==> src/rtl/sdrc_pkg.sv <==
// Package for the slot allocator with dirty-run coalescing.
// Holds sizes, request codes, word layouts and controller/datapath structs.
// No dependencies.
package sdrc_pkg;

   // Slot pool size and region limit per commit
   localparam int ENTRIES      = 64;
   localparam int MAX_RESULTS  = 32;

   // Internal widths follow the pool size
   localparam int SLOT_W       = $clog2(ENTRIES);
   localparam int CNT_W        = $clog2(ENTRIES + 1);
   localparam int REGION_CNT_W = $clog2(MAX_RESULTS + 1);

   // Fixed word field widths
   localparam int REQ_TYPE_W   = 2;
   localparam int IN_SLOT_W    = 6;
   localparam int OUT_SLOT_W   = 6;
   localparam int OUT_LEN_W    = 7;

   // Request codes
   localparam logic [REQ_TYPE_W-1:0] REQ_ALLOC  = 2'd0;
   localparam logic [REQ_TYPE_W-1:0] REQ_FREE   = 2'd1;
   localparam logic [REQ_TYPE_W-1:0] REQ_UPDATE = 2'd2;
   localparam logic [REQ_TYPE_W-1:0] REQ_COMMIT = 2'd3;

   typedef struct packed {
      logic [REQ_TYPE_W-1:0] req_type;
      logic [IN_SLOT_W-1:0]  slot;
   } sdrc_req_word_type;

   typedef struct packed {
      logic                  ok;
      logic [OUT_SLOT_W-1:0] given_slot;
      logic                  pending;
      logic                  region_valid;
      logic [OUT_SLOT_W-1:0] staging_start;
      logic [OUT_SLOT_W-1:0] dest_start;
      logic [OUT_LEN_W-1:0]  run_length;
      logic                  last;
   } sdrc_rsp_word_type;

   // Controller to datapath commands
   typedef struct packed {
      logic accept;   // latch incoming word, reset scan state
      logic exec;     // carry out allocate, free or update and emit its word
      logic step;     // examine one slot of the commit scan
      logic close;    // close the open run after the last slot
      logic fin;      // emit the final commit word
   } sdrc_cmd_type;

   // Datapath to controller status
   typedef struct packed {
      logic out_free;
      logic new_commit;
      logic scan_last;
      logic in_run;
   } sdrc_status_type;

   // Queue pointer advance with wrap at the pool size
   function automatic logic [SLOT_W-1:0] slot_inc(input logic [SLOT_W-1:0] ptr);
      logic [SLOT_W-1:0] nxt;
      if (ptr == SLOT_W'(ENTRIES - 1)) begin
         nxt = '0;
      end else begin
         nxt = ptr + 1'b1;
      end
      return nxt;
   endfunction

endpackage

==> src/rtl/sdrc_chan_if.sv <==
// Valid/ready channel interfaces for request and response words.
// Depends on sdrc_pkg for the word layouts.
interface sdrc_req_if import sdrc_pkg::*; ();
   logic              valid;
   logic              ready;
   sdrc_req_word_type data;
   modport source (output valid, output data, input ready);
   modport sink (input valid, input data, output ready);
endinterface

interface sdrc_rsp_if import sdrc_pkg::*; ();
   logic              valid;
   logic              ready;
   sdrc_rsp_word_type data;
   modport source (output valid, output data, input ready);
   modport sink (input valid, input data, output ready);
endinterface

==> src/rtl/sdrc_ram.sv <==
// Generic single write port, single read port RAM with registered read.
// No dependencies.
module sdrc_ram #(
   parameter int WIDTH = 8,
   parameter int DEPTH = 64
) (
   input  logic                     clock,
   input  logic                     wr_en,
   input  logic [$clog2(DEPTH)-1:0] wr_addr,
   input  logic [WIDTH-1:0]         wr_data,
   input  logic [$clog2(DEPTH)-1:0] rd_addr,
   output logic [WIDTH-1:0]         rd_data
);

   logic [WIDTH-1:0] mem [DEPTH];
   logic [WIDTH-1:0] rd_data_ff;

   always_ff @(posedge clock) begin
      if (wr_en) begin
         mem[wr_addr] <= wr_data;
      end
      rd_data_ff <= mem[rd_addr];
   end

   assign rd_data = rd_data_ff;

endmodule

==> src/rtl/sdrc_ctrl.sv <==
// Sequencer for the slot allocator: accepts words, runs ops and the commit scan.
// Depends on sdrc_pkg for command and status structs.
module sdrc_ctrl import sdrc_pkg::*; (
   input  logic            clock,
   input  logic            reset,
   input  logic            req_valid,
   output logic            req_ready,
   input  sdrc_status_type status,
   output sdrc_cmd_type    cmd
);

   localparam logic [1:0] ST_IDLE  = 2'd0;
   localparam logic [1:0] ST_EXEC  = 2'd1;
   localparam logic [1:0] ST_SCAN  = 2'd2;
   localparam logic [1:0] ST_FLUSH = 2'd3;

   logic [1:0] state_ff;
   logic [1:0] state_in;

   // Next state and commands
   always_comb begin
      state_in  = state_ff;
      cmd       = '0;
      req_ready = 1'b0;
      unique case (state_ff)
         ST_IDLE: begin
            req_ready = 1'b1;
            if (req_valid) begin
               cmd.accept = 1'b1;
               state_in   = status.new_commit ? ST_SCAN : ST_EXEC;
            end
         end
         ST_EXEC: begin
            if (status.out_free) begin
               cmd.exec = 1'b1;
               state_in = ST_IDLE;
            end
         end
         ST_SCAN: begin
            if (status.out_free) begin
               cmd.step = 1'b1;
               if (status.scan_last) begin
                  state_in = ST_FLUSH;
               end
            end
         end
         ST_FLUSH: begin
            if (status.out_free) begin
               if (status.in_run) begin
                  cmd.close = 1'b1;
               end else begin
                  cmd.fin  = 1'b1;
                  state_in = ST_IDLE;
               end
            end
         end
         default: begin
            state_in = ST_IDLE;
         end
      endcase
   end

   always_ff @(posedge clock) begin
      if (reset) begin
         state_ff <= ST_IDLE;
      end else begin
         state_ff <= state_in;
      end
   end

   // At most one command per cycle
   a_cmd_onehot: assert property (@(posedge clock) disable iff (reset)
      $onehot0({cmd.accept, cmd.exec, cmd.step, cmd.close, cmd.fin}))
      else $error("sdrc_ctrl: more than one command");

   // Words are only taken while idle
   a_accept_idle: assert property (@(posedge clock) disable iff (reset)
      cmd.accept |-> (state_ff == ST_IDLE))
      else $error("sdrc_ctrl: word taken outside idle");

   // A scan step on the last slot is followed by the flush phase
   a_scan_to_flush: assert property (@(posedge clock) disable iff (reset)
      (cmd.step && status.scan_last) |=> (state_ff == ST_FLUSH))
      else $error("sdrc_ctrl: scan did not move to flush");

endmodule

==> src/rtl/sdrc_dp.sv <==
// Datapath: free queue, active/changed flags, run coalescing and output register.
// Depends on sdrc_pkg and sdrc_ram.
module sdrc_dp import sdrc_pkg::*; (
   input  logic              clock,
   input  logic              reset,
   input  sdrc_req_word_type req_data,
   input  logic              rsp_ready,
   output logic              rsp_valid,
   output sdrc_rsp_word_type rsp_data,
   input  sdrc_cmd_type      cmd,
   output sdrc_status_type   status
);

   // Request latch
   sdrc_req_word_type req_ff, req_in;

   // Free queue pointers, occupancy and count of queue entries ever written
   logic [SLOT_W-1:0] head_ff, head_in;
   logic [SLOT_W-1:0] tail_ff, tail_in;
   logic [CNT_W-1:0]  count_ff, count_in;
   logic [CNT_W-1:0]  fill_ff, fill_in;

   // Slot flags
   logic [ENTRIES-1:0] active_ff, active_in;
   logic [ENTRIES-1:0] changed_ff, changed_in;
   logic               any_ff, any_in;

   // Scan state
   logic [SLOT_W-1:0]       idx_ff, idx_in;
   logic                    in_run_ff, in_run_in;
   logic [CNT_W-1:0]        written_ff, written_in;
   logic [CNT_W-1:0]        run_stg_ff, run_stg_in;
   logic [SLOT_W-1:0]       run_dst_ff, run_dst_in;
   logic [CNT_W-1:0]        run_len_ff, run_len_in;
   logic                    held_valid_ff, held_valid_in;
   logic [CNT_W-1:0]        held_stg_ff, held_stg_in;
   logic [SLOT_W-1:0]       held_dst_ff, held_dst_in;
   logic [CNT_W-1:0]        held_len_ff, held_len_in;
   logic [REGION_CNT_W-1:0] region_cnt_ff, region_cnt_in;

   // Output register
   logic              rsp_valid_ff, rsp_valid_in;
   sdrc_rsp_word_type rsp_data_ff, rsp_data_in;

   // Queue memory
   logic              ram_wr_en;
   logic [SLOT_W-1:0] ram_rd_data;

   logic              out_free;
   logic              push;
   sdrc_rsp_word_type push_word;
   logic              slot_in_range;
   logic [SLOT_W-1:0] slot_idx;
   logic [SLOT_W-1:0] alloc_slot;
   logic              dirty;
   logic              do_close;

   sdrc_ram #(
      .WIDTH (SLOT_W),
      .DEPTH (ENTRIES)
   ) u_queue_ram (
      .clock   (clock),
      .wr_en   (ram_wr_en),
      .wr_addr (tail_ff),
      .wr_data (slot_idx),
      .rd_addr (head_ff),
      .rd_data (ram_rd_data)
   );

   assign out_free      = !rsp_valid_ff || rsp_ready;
   assign slot_in_range = (32'(req_ff.slot) < ENTRIES);
   assign slot_idx      = SLOT_W'(req_ff.slot);
   // Queue positions not yet written still hold their reset index
   assign alloc_slot    = (CNT_W'(head_ff) < fill_ff) ? ram_rd_data : head_ff;
   assign dirty         = active_ff[idx_ff] && changed_ff[idx_ff];
   assign do_close      = (cmd.step && in_run_ff && !dirty) || cmd.close;

   assign status.out_free   = out_free;
   assign status.new_commit = (req_data.req_type == REQ_COMMIT);
   assign status.scan_last  = (idx_ff == SLOT_W'(ENTRIES - 1));
   assign status.in_run     = in_run_ff;

   // Operation and scan logic
   always_comb begin
      req_in        = req_ff;
      head_in       = head_ff;
      tail_in       = tail_ff;
      count_in      = count_ff;
      fill_in       = fill_ff;
      active_in     = active_ff;
      changed_in    = changed_ff;
      any_in        = any_ff;
      idx_in        = idx_ff;
      in_run_in     = in_run_ff;
      written_in    = written_ff;
      run_stg_in    = run_stg_ff;
      run_dst_in    = run_dst_ff;
      run_len_in    = run_len_ff;
      held_valid_in = held_valid_ff;
      held_stg_in   = held_stg_ff;
      held_dst_in   = held_dst_ff;
      held_len_in   = held_len_ff;
      region_cnt_in = region_cnt_ff;
      ram_wr_en     = 1'b0;
      push          = 1'b0;
      push_word     = '0;

      // New word: latch it and restart the scan state
      if (cmd.accept) begin
         req_in        = req_data;
         idx_in        = '0;
         in_run_in     = 1'b0;
         written_in    = '0;
         held_valid_in = 1'b0;
         region_cnt_in = '0;
         if (req_data.req_type == REQ_COMMIT) begin
            any_in = 1'b0;
         end
      end

      // Single word operations
      if (cmd.exec) begin
         push           = 1'b1;
         push_word.last = 1'b1;
         unique case (req_ff.req_type)
            REQ_ALLOC: begin
               if (count_ff != '0) begin
                  push_word.ok         = 1'b1;
                  push_word.given_slot = OUT_SLOT_W'(alloc_slot);
                  head_in              = slot_inc(head_ff);
                  count_in             = count_ff - 1'b1;
                  active_in[alloc_slot] = 1'b1;
                  any_in               = 1'b1;
               end
            end
            REQ_FREE: begin
               if (slot_in_range && active_ff[slot_idx] &&
                   (32'(count_ff) < ENTRIES)) begin
                  push_word.ok        = 1'b1;
                  ram_wr_en           = 1'b1;
                  tail_in             = slot_inc(tail_ff);
                  count_in            = count_ff + 1'b1;
                  active_in[slot_idx] = 1'b0;
                  any_in              = 1'b1;
                  if (32'(fill_ff) < ENTRIES) begin
                     fill_in = fill_ff + 1'b1;
                  end
               end
            end
            REQ_UPDATE: begin
               if (slot_in_range) begin
                  push_word.ok         = 1'b1;
                  changed_in[slot_idx] = 1'b1;
                  any_in               = 1'b1;
               end
            end
            REQ_COMMIT: begin
               push = 1'b0;
            end
         endcase
         push_word.pending = any_in;
      end

      // One slot of the commit scan
      if (cmd.step) begin
         changed_in[idx_ff] = 1'b0;
         idx_in             = idx_ff + 1'b1;
         if (dirty) begin
            written_in = written_ff + 1'b1;
            if (in_run_ff) begin
               run_len_in = run_len_ff + 1'b1;
            end else begin
               in_run_in  = 1'b1;
               run_stg_in = written_ff;
               run_dst_in = idx_ff;
               run_len_in = CNT_W'(1);
            end
         end
      end

      // Close a run below the region limit: the held region goes out, the new one is held
      if (do_close) begin
         in_run_in = 1'b0;
         if (32'(region_cnt_ff) < MAX_RESULTS) begin
            if (held_valid_ff) begin
               push                    = 1'b1;
               push_word.ok            = 1'b1;
               push_word.region_valid  = 1'b1;
               push_word.staging_start = OUT_SLOT_W'(held_stg_ff);
               push_word.dest_start    = OUT_SLOT_W'(held_dst_ff);
               push_word.run_length    = OUT_LEN_W'(held_len_ff);
            end
            held_valid_in = 1'b1;
            held_stg_in   = run_stg_ff;
            held_dst_in   = run_dst_ff;
            held_len_in   = run_len_ff;
            region_cnt_in = region_cnt_ff + 1'b1;
         end
      end

      // Final commit word
      if (cmd.fin) begin
         push              = 1'b1;
         push_word.ok      = 1'b1;
         push_word.last    = 1'b1;
         push_word.pending = any_ff;
         if (held_valid_ff) begin
            push_word.region_valid  = 1'b1;
            push_word.staging_start = OUT_SLOT_W'(held_stg_ff);
            push_word.dest_start    = OUT_SLOT_W'(held_dst_ff);
            push_word.run_length    = OUT_LEN_W'(held_len_ff);
         end
      end
   end

   // Output register
   always_comb begin
      rsp_valid_in = rsp_valid_ff;
      rsp_data_in  = rsp_data_ff;
      if (push) begin
         rsp_valid_in = 1'b1;
         rsp_data_in  = push_word;
      end else if (rsp_ready) begin
         rsp_valid_in = 1'b0;
      end
   end

   assign rsp_valid = rsp_valid_ff;
   assign rsp_data  = rsp_data_ff;

   // Control state
   always_ff @(posedge clock) begin
      if (reset) begin
         head_ff       <= '0;
         tail_ff       <= '0;
         count_ff      <= CNT_W'(ENTRIES);
         fill_ff       <= '0;
         active_ff     <= '0;
         changed_ff    <= '0;
         any_ff        <= 1'b0;
         in_run_ff     <= 1'b0;
         held_valid_ff <= 1'b0;
         region_cnt_ff <= '0;
         rsp_valid_ff  <= 1'b0;
      end else begin
         head_ff       <= head_in;
         tail_ff       <= tail_in;
         count_ff      <= count_in;
         fill_ff       <= fill_in;
         active_ff     <= active_in;
         changed_ff    <= changed_in;
         any_ff        <= any_in;
         in_run_ff     <= in_run_in;
         held_valid_ff <= held_valid_in;
         region_cnt_ff <= region_cnt_in;
         rsp_valid_ff  <= rsp_valid_in;
      end
   end

   // Payload registers
   always_ff @(posedge clock) begin
      req_ff      <= req_in;
      idx_ff      <= idx_in;
      written_ff  <= written_in;
      run_stg_ff  <= run_stg_in;
      run_dst_ff  <= run_dst_in;
      run_len_ff  <= run_len_in;
      held_stg_ff <= held_stg_in;
      held_dst_ff <= held_dst_in;
      held_len_ff <= held_len_in;
      rsp_data_ff <= rsp_data_in;
   end

   // Every slot is either queued or active, never both
   a_slot_conservation: assert property (@(posedge clock) disable iff (reset)
      ($countones(active_ff) + 32'(count_ff)) == ENTRIES)
      else $error("sdrc_dp: queued plus active slots differ from pool size");

   // A word is only loaded when the output register can take it
   a_push_free: assert property (@(posedge clock) disable iff (reset)
      push |-> out_free)
      else $error("sdrc_dp: output register overwritten");

   // After a commit finishes no slot is left marked changed
   a_commit_clears: assert property (@(posedge clock) disable iff (reset)
      cmd.fin |=> (changed_ff == '0) && !any_ff)
      else $error("sdrc_dp: commit left changed flags set");

endmodule

==> src/rtl/slot_allocator_dirty_run_coalescer.sv <==
// Top level of the slot allocator with dirty-run coalescing.
// Depends on sdrc_pkg, sdrc_chan_if, sdrc_ctrl, sdrc_dp (and sdrc_ram).
//
//  channel    dir  word                            handshake
//  req_chan   in   req_type, slot                  valid/ready
//  rsp_chan   out  ok, given_slot, pending,        valid/ready
//                  region_valid, staging_start,
//                  dest_start, run_length, last
//
// Allocate, free and update take the word in the idle state and act on it in
// the exec state, where the queue RAM read of the head entry is already registered.
// Commit steps one slot per cycle through the flag vectors while the output
// register is free, then closes any open run and emits the final region word.
// Synchronous reset restores the queue state at once; no clearing pass.
// A stalled response holds the sequencer; one finished word may wait in the
// output register while the next request word is taken.
module slot_allocator_dirty_run_coalescer import sdrc_pkg::*; (
   input  logic       clock,
   input  logic       reset,
   sdrc_req_if.sink   req_chan,
   sdrc_rsp_if.source rsp_chan
);

   sdrc_cmd_type    cmd;
   sdrc_status_type status;
   logic            req_ready;
   logic            rsp_valid;
   sdrc_rsp_word_type rsp_data;

   sdrc_ctrl u_ctrl (
      .clock     (clock),
      .reset     (reset),
      .req_valid (req_chan.valid),
      .req_ready (req_ready),
      .status    (status),
      .cmd       (cmd)
   );

   sdrc_dp u_dp (
      .clock     (clock),
      .reset     (reset),
      .req_data  (req_chan.data),
      .rsp_ready (rsp_chan.ready),
      .rsp_valid (rsp_valid),
      .rsp_data  (rsp_data),
      .cmd       (cmd),
      .status    (status)
   );

   assign req_chan.ready = req_ready;
   assign rsp_chan.valid = rsp_valid;
   assign rsp_chan.data  = rsp_data;

endmodule
==> src/flat_wrapper.sv <==
// flat-port wrapper written by rule: the top's interface ports become plain ports
module slot_allocator_dirty_run_coalescer_flat import sdrc_pkg::*;
  (clock, reset, req_chan_valid, req_chan_data, req_chan_ready, rsp_chan_valid, rsp_chan_data, rsp_chan_ready);
  sdrc_req_if req_chan_i ();
  sdrc_rsp_if rsp_chan_i ();
  input  logic clock;
  input  logic reset;
  input wire logic [$bits(req_chan_i.valid)-1:0] req_chan_valid;
  input wire logic [$bits(req_chan_i.data)-1:0] req_chan_data;
  output wire logic [$bits(req_chan_i.ready)-1:0] req_chan_ready;
  output wire logic [$bits(rsp_chan_i.valid)-1:0] rsp_chan_valid;
  output wire logic [$bits(rsp_chan_i.data)-1:0] rsp_chan_data;
  input wire logic [$bits(rsp_chan_i.ready)-1:0] rsp_chan_ready;
  assign req_chan_i.valid = req_chan_valid;
  assign req_chan_i.data = req_chan_data;
  assign req_chan_ready = req_chan_i.ready;
  assign rsp_chan_valid = rsp_chan_i.valid;
  assign rsp_chan_data = rsp_chan_i.data;
  assign rsp_chan_i.ready = rsp_chan_ready;
  slot_allocator_dirty_run_coalescer u_core (.clock(clock), .reset(reset), .req_chan(req_chan_i), .rsp_chan(rsp_chan_i));
endmodule
==> config.mk <==
export PLATFORM = sky130hd
export DESIGN_NAME = slot_allocator_dirty_run_coalescer_flat
export DESIGN_NICKNAME = d
export VERILOG_FILES = /design/src/rtl/sdrc_pkg.sv /design/src/rtl/sdrc_chan_if.sv /design/src/rtl/sdrc_ram.sv /design/src/rtl/sdrc_ctrl.sv /design/src/rtl/sdrc_dp.sv /design/src/rtl/slot_allocator_dirty_run_coalescer.sv /design/src/flat_wrapper.sv
export SDC_FILE = /design/constraint.sdc
export NUM_CORES = 1
export LEC_CHECK = 0
export ABC_AREA = 1
export BUFFER_PORTS_ARGS = -buffer_cell sky130_fd_sc_hd__buf_2
export CAP_MARGIN = 25
export CORE_ASPECT_RATIO = 1.5
export CORE_MARGIN = 2
export CORE_UTILIZATION = 39
export CTS_CLUSTER_SIZE = 12
export DETAILED_ROUTE_END_ITERATION = 12
export SYNTH_ARGS = -nofsm -noshare
export SYNTH_HDL_FRONTEND = slang
export SYNTH_SLANG_ARGS = --single-unit
==> constraint.sdc <==
create_clock -name clock -period 10 [get_ports clock]
set_clock_uncertainty 0.2 [all_clocks]
set_input_delay 1 -clock clock [delete_from_list [all_inputs] [get_ports clock]]
set_output_delay 1 -clock clock [all_outputs]
set_load 0.02 [all_outputs]
==> impl_metrics.json, run 1 <==
{
  "rsz0062_at_grt": "no",
  "slew_headroom": 0.257,
  "antenna_left": 0,
  "n_fill_cell": 7421,
  "tritoncts": "built",
  "pin_count": 43,
  "regToRegStartpoint": "u_core.u_dp.idx_ff[0]",
  "diodes": 0,
  "final_nets": 3364,
  "total_power_uw": 6980,
  "ctsHoldBuffers": 0,
  "fmax_mhz": 217,
  "netlist_area_sq_um": 29700,
  "synth_common_cells": "nand2_1 (916), nor2_1 (505), edfxtp_1 (465)",
  "hold_start": "u_core.u_dp.run_dst_ff[5]",
  "syn_to_final_growth_pct": 10.4,
  "slew_violations": 0,
  "rr_worst_depth": 13,
  "drv_cap": 0,
  "ir_drop_mv": 0.175,
  "min_to": "u_core.u_dp.held_dst_ff[5]",
  "postCtsSetupBuffers": 0,
  "drtPass1Iterations": 6,
  "clock_tree.root_cell": "clkbuf_16",
  "gp_congestion": 0.982,
  "hold_viol": 0,
  "syn-mean-instance-area_sq_um": 8.86,
  "placementRows": 124,
  "setup_ws_ns": 5.40,
  "synthesis.instances": 3352,
  "tns_ns": 0,
  "min_path_type": "flop to flop",
  "antenna_found_initial": 1,
  "cp.required_ns": 10.04,
  "ys.warnings.count": 0,
  "dp_slack_ns": 5.42,
  "vias": 23500,
  "synth.distinct_cells": 51,
  "insertion_delay_ns": 0.63,
  "synth-async-reset-ratio": 0,
  "path_clk_slew_ns": 0.06,
  "r2r_setup_slack_ns": 5.40,
  "yosysMostFrequentCell": "nand2_1",
  "grt_max_degree": 84,
  "start_util": 0.392,
  "wl_per_cell_um": 20.9,
  "finalCritPeriodShare": 0.460,
  "path_max_fanout": 66,
  "dp_hpwl_mm": 61.0,
  "drt_iter0_markers": 2086,
  "dieHeight_um": 342,
  "status": "completed",
  "synth-edff-count": 465,
  "grt-ovfl-total": 0,
  "seq_area_frac_synth": 0.590,
  "ys_top_cells_by_area": "edfxtp_1 (47%), dfxtp_1 (12%), nand2_1 (12%)",
  "holdPathStages": 0,
  "synth_largest_area_cell": "edfxtp_1",
  "die_w_um": 229,
  "worst_ep_arrival_time_ns": 4.64,
  "cp-start-kind": "flop",
  "drcViolationCount": 0,
  "drive_above_1_share": 0.0625,
  "core_sq_um": 75900,
  "tightest_slew_ns": 1.11,
  "p_leak_uw": 0.0121,
  "r2r_end": "u_core.u_dp.run_dst_ff[5]",
  "cp-end-kind": "flop",
  "cts-resized-gates": 0,
  "startpoint": "u_core.u_dp.idx_ff[0]",
  "numClockSinks": 643,
  "synth_ff_type": "edfxtp_1",
  "power_density_nw_per_um2": 213,
  "clockBufferDepth": 3,
  "vias_per_cell": 5.36,
  "port_buffers": 42,
  "htree_levels": 3,
  "critical_path_class": "flop to flop",
  "die_area_sq_um": 78400,
  "grt_usage": 0.229,
  "grt_pass1_wl_mm": 137,
  "synth.top_cell.area_share": 0.470,
  "cts_buffers": 67,
  "wl_mm": 91.4,
  "syn-num-nets": 3382,
  "setup_viol": 0,
  "post-route-min-period_ns": 4.60,
  "synth_seq_cells": 643,
  "grt_pass1_vias": 22400
}
## final cells by class
type | instances | area [sq um] | share of cell area
clock buffer | 96 | 1870 | 0.0569
clock inverter | 13 | 193 | 0.00588
inverter | 222 | 840 | 0.0256
multi-input combinational | 2321 | 10600 | 0.323
sequential | 643 | 17500 | 0.535
tap | 1008 | 1260 | 0.0385
timing repair buffer | 79 | 502 | 0.0153
## flip-flops by register name, summed over array words and instances (netlist names), 2 cells and up
signal / count
u_core.u_dp.head_ff: 6
u_core.u_dp.written_ff: 6
u_core.u_dp.run_len_ff: 7
u_core.u_dp.held_dst_ff: 6
u_core.u_dp.req_ff: 2
u_core.u_dp.u_queue_ram.mem: 384
u_core.u_dp.active_ff: 64
u_core.u_dp.region_cnt_ff: 6
u_core.u_ctrl.state_ff: 2
u_core.u_dp.slot_idx: 6
u_core.u_dp.changed_ff: 64
u_core.u_dp.tail_ff: 6
u_core.u_dp.idx_ff: 6
u_core.u_dp.u_queue_ram.rd_data: 6
u_core.u_dp.count_ff: 7
u_core.u_dp.run_dst_ff: 6
u_core.u_dp.held_len_ff: 7
u_core.u_dp.run_stg_ff: 6
u_core.u_dp.fill_ff: 7
u_core.u_dp.rsp_data: 29
u_core.u_dp.held_stg_ff: 6
## layout by cell type, fill, tap and decap left out, types with 21 or more instances in the layout
cell,netlist,final
nor2_1,505,504
a21oi_1,170,170
clkbuf_1,116,21
o211ai_1,37,37
edfxtp_1,465,465
o221ai_1,35,35
inv_1,211,208
clkbuf_16,0,67
dfxtp_1,178,176
buf_2,32,41
o21ai_0,288,288
nand2_1,916,916
nor3_1,24,24
o22ai_1,62,62
buf_4,8,35
nand3_1,139,139
## report_power, final
part / total [uW] / internal (uW) / leakage [uW] / switching [uW]
Combinational: 1450 / 330 / 0.00546 / 1120
Sequential: 3120 / 3040 / 0.00566 / 83.6
Clock: 2420 / 1360 / 0.000997 / 1060
## per-layer routing
metal	up-vias	GRT usage	wire length, um
met5	-	0	0
li1	11300	-	-
met2	868	0.397	45300
met1	11100	0.261	34400
met4	0	0.155	6540
met3	281	0.0353	5120
## critical path, cell delays in order, from the launching register on
cell	delay [ns]
edfxtp_1	0.68
buf_4	0.63
inv_4	0.40
nand2_1	0.17
nand3_1	0.09
nand2_1	0.10
o21ai_0	0.08
nand2_1	0.12
nor2_1	0.06
nand2_1	0.09
nand2_2	0.17
nor2_2	0.46
inv_1	0.14
nor2_1	0.77
## worst max-delay path by stage
stage,end,slack [ns],cells after the start
after CTS,u_core.u_dp.run_dst_ff[5],5.41,13
after floorplan,u_core.u_dp.u_queue_ram.mem[0][0],6.60,15
after detailed placement,u_core.u_dp.run_dst_ff[1],5.42,13
after global placement,u_core.u_dp.run_dst_ff[1],5.49,13
after global routing,u_core.u_dp.run_dst_ff[4],4.90,13
final,u_core.u_dp.run_dst_ff[5],5.40,13
## kinds of logic (layout without fill, tap and decap cells)
| group | count (synthesis) | in the layout | synth area share |
|---|---|---|---|
| flops | 643 | 643 | 0.590 |
| compound gates | 643 | 643 | 0.122 |
| buf+inv | 388 | 410 | 0.0535 |
| xor+xnor | 15 | 15 | 0.00442 |
| fa+ha+maj | 18 | 18 | 0.00783 |
| simple gates | 1645 | 1645 | 0.223 |
## through the flow
| stage | hold WS [ns] | utilization | instance area, sq um | instances |
|---|---|---|---|---|
| floorplan | 0.200 | - | 29700 | 3352 |
| global placement | 0.200 | 0.404 | 30700 | 4268 |
| detailed placement | 0.205 | 0.405 | 30700 | 4273 |
| CTS | 0.217 | 0.432 | 32800 | 4382 |
| global route | 0.225 | 0.432 | 32800 | 4382 |
| finish | 0.217 | 0.432 | 32800 | 4382 |
Power figures use the tool's default switching activity.
==> inputs of run 2 (changes only) <==
--- a/config.mk
+++ b/config.mk
@@ -5,7 +5,7 @@
 export SDC_FILE = /design/constraint.sdc
 export NUM_CORES = 1
 export LEC_CHECK = 0
-export ABC_AREA = 1
+export ABC_AREA = 0
 export BUFFER_PORTS_ARGS = -buffer_cell sky130_fd_sc_hd__buf_2
 export CAP_MARGIN = 25
 export CORE_ASPECT_RATIO = 1.5
==> constraint.sdc (replaced) <==
create_clock -name clock -period 3.9 [get_ports clock]
set_clock_uncertainty 0.2 [all_clocks]
set_input_delay 0.39 -clock clock [delete_from_list [all_inputs] [get_ports clock]]
set_output_delay 0.39 -clock clock [all_outputs]
set_load 0.02 [all_outputs]
==> run 2 against run 1 <==
Net effect:
- first-iteration DRC count is 30% lower
- power is 100% higher
- synthesized cell count is 45% lower
- largest cell class unchanged
- sequential share of layout area is 3.2 points higher
- combinational power is 52% lower
- count of clock-buffer cells in the layout stayed put
- critical path depth is 6 lower
==> impl_metrics.json, run 2 <==
{
  "status": "completed",
  "rsz0062_at_grt": "yes",
  "min_path_type": "input port to flop",
  "r2r_setup_slack_ns": 0.10,
  "setup_viol": 0,
  "drt_iter0_markers": 1462,
  "pin_count": 43,
  "path_max_fanout": 17,
  "synth_ff_type": "edfxtp_1",
  "grt_usage": 0.197,
  "drive_above_1_share": 0.204,
  "layout_commonest_cell": "edfxtp_1",
  "synth_largest_area_cell": "edfxtp_1",
  "hold_viol": 0,
  "startpoint": "u_core.u_dp.slot_idx[5]",
  "postCtsSetupBuffers": 0,
  "cp-end-kind": "flop",
  "slew_violations": 0,
  "vias_per_cell": 5.81,
  "r2r_end": "u_core.u_dp.u_queue_ram.mem[20][5]",
  "largest_register_ffs": 384,
  "total_power_uw": 14200,
  "die_area_sq_um": 72200,
  "syn-num-nets": 1877,
  "core_sq_um": 69100,
  "netlist_area_sq_um": 27300,
  "cp-start-kind": "flop",
  "start_util": 0.395,
  "antenna_left": 0,
  "slew_headroom": 0.257,
  "drv_cap": 0,
  "critical_path_class": "flop to flop",
  "die_w_um": 220,
  "fin_hold_ws_ns": 0.0723,
  "wl_mm": 70.6,
  "synth.top_cell.area_share": 0.512,
  "dp_slack_ns": 0.123,
  "worst_ep_arrival_time_ns": 3.86,
  "regToRegStartpoint": "u_core.u_dp.slot_idx[5]",
  "dp_hpwl_mm": 46.4,
  "synthesis.instances": 1847,
  "numClockSinks": 643,
  "ir_drop_mv": 0.390,
  "antenna_found_initial": 4,
  "p_leak_uw": 0.00961,
  "regMostFlops": "u_core.u_dp.u_queue_ram.mem",
  "post-route-min-period_ns": 3.80,
  "most-common-layout-cells": "edfxtp_1 (465), dfxtp_1 (175), nor2_1 (161)",
  "post_dp_cell_area_sq_um": 28800,
  "synth_seq_cells": 643,
  "cts_buffers": 67,
  "htree_levels": 3,
  "clockBufferDepth": 3,
  "synth_common_cells": "edfxtp_1 (465), dfxtp_1 (178), nor2_1 (162)",
  "insertion_delay_ns": 0.62,
  "drtPass1Iterations": 7,
  "tightest_slew_ns": 1.11,
  "grt-ovfl-total": 0,
  "n_fill_cell": 6053,
  "wl_per_cell_um": 24.6,
  "rr_worst_depth": 7,
  "syn-mean-instance-area_sq_um": 14.8,
  "synth-edff-count": 465,
  "tns_ns": 0,
  "placementRows": 118,
  "path_clk_slew_ns": 0.06,
  "tritoncts": "built",
  "cp.required_ns": 3.96,
  "holdPathStages": 3,
  "seq_area_frac_synth": 0.642,
  "finalCritPeriodShare": 0.974,
  "power_density_nw_per_um2": 458,
  "drcViolationCount": 0,
  "grt_pass1_vias": 16800,
  "top_regs": "u_core.u_dp.u_queue_ram.mem x384, u_core.u_dp.active_ff x64, u_core.u_dp.changed_ff x64",
  "vias": 16700,
  "synth.distinct_cells": 75,
  "grt_pass1_wl_mm": 106,
  "grt_max_degree": 144,
  "synth-async-reset-ratio": 0,
  "hold_start": "rsp_chan_ready",
  "final_nets": 1949,
  "yosysMostFrequentCell": "edfxtp_1",
  "fin_area_sq_um": 30900,
  "fmax_mhz": 263,
  "setup_ws_ns": 0.102,
  "port_buffers": 42,
  "dieHeight_um": 328,
  "ys_top_cells_by_area": "edfxtp_1 (51%), mux4_2 (13%), dfxtp_1 (13%)",
  "clock_tree.root_cell": "clkbuf_16",
  "ys.warnings.count": 0,
  "min_to": "u_core.u_dp.rsp_valid",
  "syn_to_final_growth_pct": 13.3,
  "gp_congestion": 0.883
}
## run 2: cell count changes after synthesis, moves of 27 or more
cell	delta
o22ai_1	-50
a211oi_1	+80
nor2_1	-343
mux2i_1	+50
and2_1	+33
clkbuf_1	-38
o211ai_1	-27
nand2_1	-832
mux4_2	+160
o221ai_1	-35
nand3_1	-110
inv_1	-172
o21ai_0	-253
a21oi_1	-54
## run 2: timing repair
item                       in CTS  in global routing
hold endpoints to repair       11                  0
resized for setup               0                  1
setup endpoints to repair       0                 24
hold buffers                   10                  0
## run 2: per-stage QoR
step           cells   util
2_1_floorplan   1847      -
3_3_place_gp    2740  0.417
3_5_place_dp    2740  0.417
4_1_cts         2862  0.447
5_1_grt         2865  0.448
6_report        2865  0.448
## run 2: worst max-delay path, cell delays in order (launching register included)
cell      delay, ns
edfxtp_1       0.51
or3b_2         0.58
o22ai_1        0.29
o41ai_4        0.14
nor2_4         0.47
and2_1         0.41
nand2_2        0.33
nor2_1         0.49
## run 2: how the worst max path moves through the flow
stage          slack [ns]                                  to  cells after the start
2_1_floorplan        0.04  u_core.u_dp.u_queue_ram.mem[31][0]                     11
3_3_place_gp         0.26  u_core.u_dp.u_queue_ram.mem[52][4]                      9
3_5_place_dp         0.12  u_core.u_dp.u_queue_ram.mem[20][3]                      7
4_1_cts              0.13  u_core.u_dp.u_queue_ram.mem[20][5]                      7
5_1_grt           -0.0003  u_core.u_dp.u_queue_ram.mem[20][5]                      9
6_report             0.10  u_core.u_dp.u_queue_ram.mem[20][5]                      7
## run 2: final cells by class
cell class	instances	area, sq um	area share
Sequential cell	643	17500	0.567
Inverter	40	150	0.00486
Tap cell	900	1130	0.0364
Clock inverter	16	189	0.00611
Timing Repair Buffer	130	998	0.0323
Multi-Input combinational cell	1037	9070	0.293
Clock buffer	96	1850	0.0597
Antenna cell	3	7.51	0.000243
## run 2: power breakdown
part	total [uW]	internal (uW)	switching (uW)
clock	6030	3390	2640
combinational	700	229	471
sequential	7430	7380	46.1
total	14200	11000	3150
## run 2: kinds of logic (layout without fill, tap and decap cells)
logic type | after synthesis | in the layout | synth area share
XOR/XNOR | 25 | 25 | 0.00802
adder cells (fa/ha/maj) | 18 | 18 | 0.00853
AO/OA/AOI/OAI | 337 | 337 | 0.0820
multiplexers | 214 | 214 | 0.152
AND/OR/NAND/NOR | 443 | 443 | 0.0813
buffers and inverters | 167 | 282 | 0.0260
other | 0 | 3 | 0
flip-flops | 643 | 643 | 0.642
## run 2: metal layers
metal | global-route usage | vias up | part of all wire
li1 | - | 7360 | -
met1 | 0.222 | 8492 | 0.36
met2 | 0.359 | 626 | 0.54
met3 | 0.0242 | 176 | 0.048
met4 | 0.109 | 0 | 0.051
met5 | 0 | - | 0
==> inputs of run 3 (changes only) <==
--- a/config.mk
+++ b/config.mk
@@ -5,7 +5,8 @@
 export SDC_FILE = /design/constraint.sdc
 export NUM_CORES = 1
 export LEC_CHECK = 0
-export ABC_AREA = 0
+export ABC_AREA = 1
+export ABC_CLOCK_PERIOD_IN_PS = 3900
 export BUFFER_PORTS_ARGS = -buffer_cell sky130_fd_sc_hd__buf_2
 export CAP_MARGIN = 25
 export CORE_ASPECT_RATIO = 1.5
@@ -13,6 +14,7 @@
 export CORE_UTILIZATION = 39
 export CTS_CLUSTER_SIZE = 12
 export DETAILED_ROUTE_END_ITERATION = 12
+export MAX_ROUTING_LAYER = met4
 export SYNTH_ARGS = -nofsm -noshare
 export SYNTH_HDL_FRONTEND = slang
 export SYNTH_SLANG_ARGS = --single-unit
==> run 3 against run 2 <==
Net effect:
- critical endpoint is now u_core.u_dp.u_queue_ram.mem[42][0]
- cell area up 7.3%
- register-to-register slack improved by 0.25 ns
- non-clock buffer count decreased by 5
- highest routed layer unchanged
- utilization down 1.0 points
- via count is 42% higher
- first-iteration DRC count grew 40%
- combinational power grew to 5.5 times the previous value
==> impl_metrics.json, run 3 (synthesis gave the netlist of run 1 again) <==
{
  "fmax_mhz": 282,
  "placementRows": 124,
  "most-common-layout-cells": "nand2_1 (916), nor2_1 (504), edfxtp_1 (465)",
  "power_density_nw_per_um2": 541,
  "setup_viol": 0,
  "critical-path-max-stage-delay_ns": 0.58,
  "holdPathStages": 2,
  "critical_path_class": "flop to flop",
  "cp.required_ns": 3.96,
  "min_path_type": "input port to flop",
  "p_leak_uw": 0.0123,
  "status": "completed",
  "syn_to_final_growth_pct": 11.7,
  "drtPass1Iterations": 6,
  "hold_start": "reset",
  "die_area_sq_um": 78400,
  "dp_hpwl_mm": 60.5,
  "r2r_setup_slack_ns": 0.35,
  "die_w_um": 229,
  "final_nets": 3409,
  "port_buffers": 42,
  "numClockSinks": 643,
  "grt_pass1_wl_mm": 137,
  "multi_input_area_sq_um": 10600,
  "post-route-min-period_ns": 3.55,
  "regToRegStartpoint": "u_core.u_dp.slot_idx[2]",
  "slew_headroom": 0.376,
  "tns_ns": 0,
  "cts_buffers": 66,
  "r2r_end": "u_core.u_dp.u_queue_ram.mem[42][0]",
  "dieHeight_um": 342,
  "pin_count": 43,
  "ir_drop_mv": 0.346,
  "cp-start-kind": "flop",
  "drcViolationCount": 0,
  "dp_slack_ns": 0.409,
  "clockBufferDepth": 3,
  "rsz0062_at_grt": "no",
  "drt_iter0_markers": 2049,
  "vias": 23600,
  "finalCritPeriodShare": 0.910,
  "wl_mm": 90.1,
  "antenna_left": 0,
  "rr_worst_depth": 11,
  "antenna_found_initial": 0,
  "layout_commonest_cell": "nand2_1",
  "insertion_delay_ns": 0.62,
  "diodes": 0,
  "path_cells": "nor2_2, nand3_1, nand4_1, nand2_1, nand2_1, nor2_1, nand2_2, nand4_4, inv_2, nand4_2, nor2_1",
  "grt_pass1_vias": 22800,
  "drive_above_1_share": 0.0708,
  "min_to": "u_core.u_dp.active_ff[37]",
  "core_sq_um": 75900,
  "slew_violations": 0,
  "vias_per_cell": 5.32,
  "clock_tree.root_cell": "clkbuf_16",
  "path_max_fanout": 13,
  "drv_cap": 0,
  "total_power_uw": 18000,
  "grt-ovfl-total": 0,
  "worst_ep_arrival_time_ns": 3.61,
  "regMostFlops": "u_core.u_dp.u_queue_ram.mem",
  "cpMaxStageDelayCell": "nor2_1",
  "final-seq-area_sq_um": 17500,
  "tritoncts": "built",
  "largest_register_ffs": 384,
  "top_regs": "u_core.u_dp.u_queue_ram.mem x384, u_core.u_dp.active_ff x64, u_core.u_dp.changed_ff x64",
  "tightest_slew_ns": 0.936,
  "grt_usage": 0.234,
  "start_util": 0.392,
  "gp_congestion": 0.996,
  "cp-end-kind": "flop",
  "n_fill_cell": 7428,
  "hold_viol": 0,
  "grt_max_degree": 97,
  "wl_per_cell_um": 20.3,
  "htree_levels": 3,
  "setup_ws_ns": 0.349,
  "path_clk_slew_ns": 0.06
}
run 3: cell count changes in the layout (fill, tap and decap cells not counted), sizes merged, moves of 34 or more:
cell and delta:
a21oi +54, a211oi -81, mux2i -50, nand2 +841, o22ai +50, o21ai +269
nand3 +109, mux4 -160, nor2 +349, and2 -34, inv +179, o221ai +35
run 3: worst max-delay path by stage:
stage	slack [ns]	start	end	cells after the start
finish	0.35	u_core.u_dp.slot_idx[2]	u_core.u_dp.u_queue_ram.mem[42][0]	11
global route	0.1	u_core.u_dp.slot_idx[0]	u_core.u_dp.u_queue_ram.mem[50][4]	12
global placement	0.48	u_core.u_dp.idx_ff[0]	u_core.u_dp.rsp_data[23]	14
floorplan	0.50	u_core.u_dp.slot_idx[0]	u_core.u_dp.u_queue_ram.mem[0][0]	15
CTS	0.40	u_core.u_dp.slot_idx[2]	u_core.u_dp.u_queue_ram.mem[42][5]	11
detailed placement	0.41	u_core.u_dp.idx_ff[0]	u_core.u_dp.rsp_data[14]	14
run 3: report_power, final:
group	internal [uW]	switching (uW)	leakage [uW]
registers	7780	217	0.00566
clock network	3390	2710	0.000973
logic	915	2940	0.00570
run 3: stage by stage:
step | instances | hold WS [ns] | cell area, sq um | util
2_1_floorplan | 3352 | 0.200 | 29700 | -
3_3_place_gp | 4310 | 0.202 | 31100 | 0.409
3_5_place_dp | 4310 | 0.206 | 31100 | 0.409
4_1_cts | 4439 | 0.0130 | 33200 | 0.437
5_1_grt | 4439 | 0.0329 | 33200 | 0.437
6_report | 4439 | 0.0319 | 33200 | 0.437
run 3: layout make-up:
class                           instances  share of cell area
Sequential cell                       643               0.528
Tap cell                             1008              0.0380
Clock buffer                          107              0.0563
Timing Repair Buffer                  125              0.0274
Inverter                              222              0.0253
Clock inverter                         13             0.00513
Multi-Input combinational cell       2321               0.319
run 3: worst max-delay path, delay by kind of cell, from the launching register on:
kind / cells / cell delay [ns]
simple gates: 10 / 2.26
flops: 1 / 0.50
buf+inv: 1 / 0.23
run 3: per-layer routing:
| layer | share of wire | track usage | up-vias |
|---|---|---|---|
| li1 | - | - | 11400 |
| met5 | 0 | - | - |
| met2 | 0.51 | 0.407 | 803 |
| met3 | 0.049 | 0.0305 | 284 |
| met4 | 0.060 | 0.132 | 0 |
| met1 | 0.38 | 0.259 | 11200 |
run 3: what timing repair did:
action / in CTS / in global routing
hold buffers: 9 / 0
gates resized for setup: 0 / 0
hold endpoints to repair: 9 / 0
buffers inserted: 0 / 0
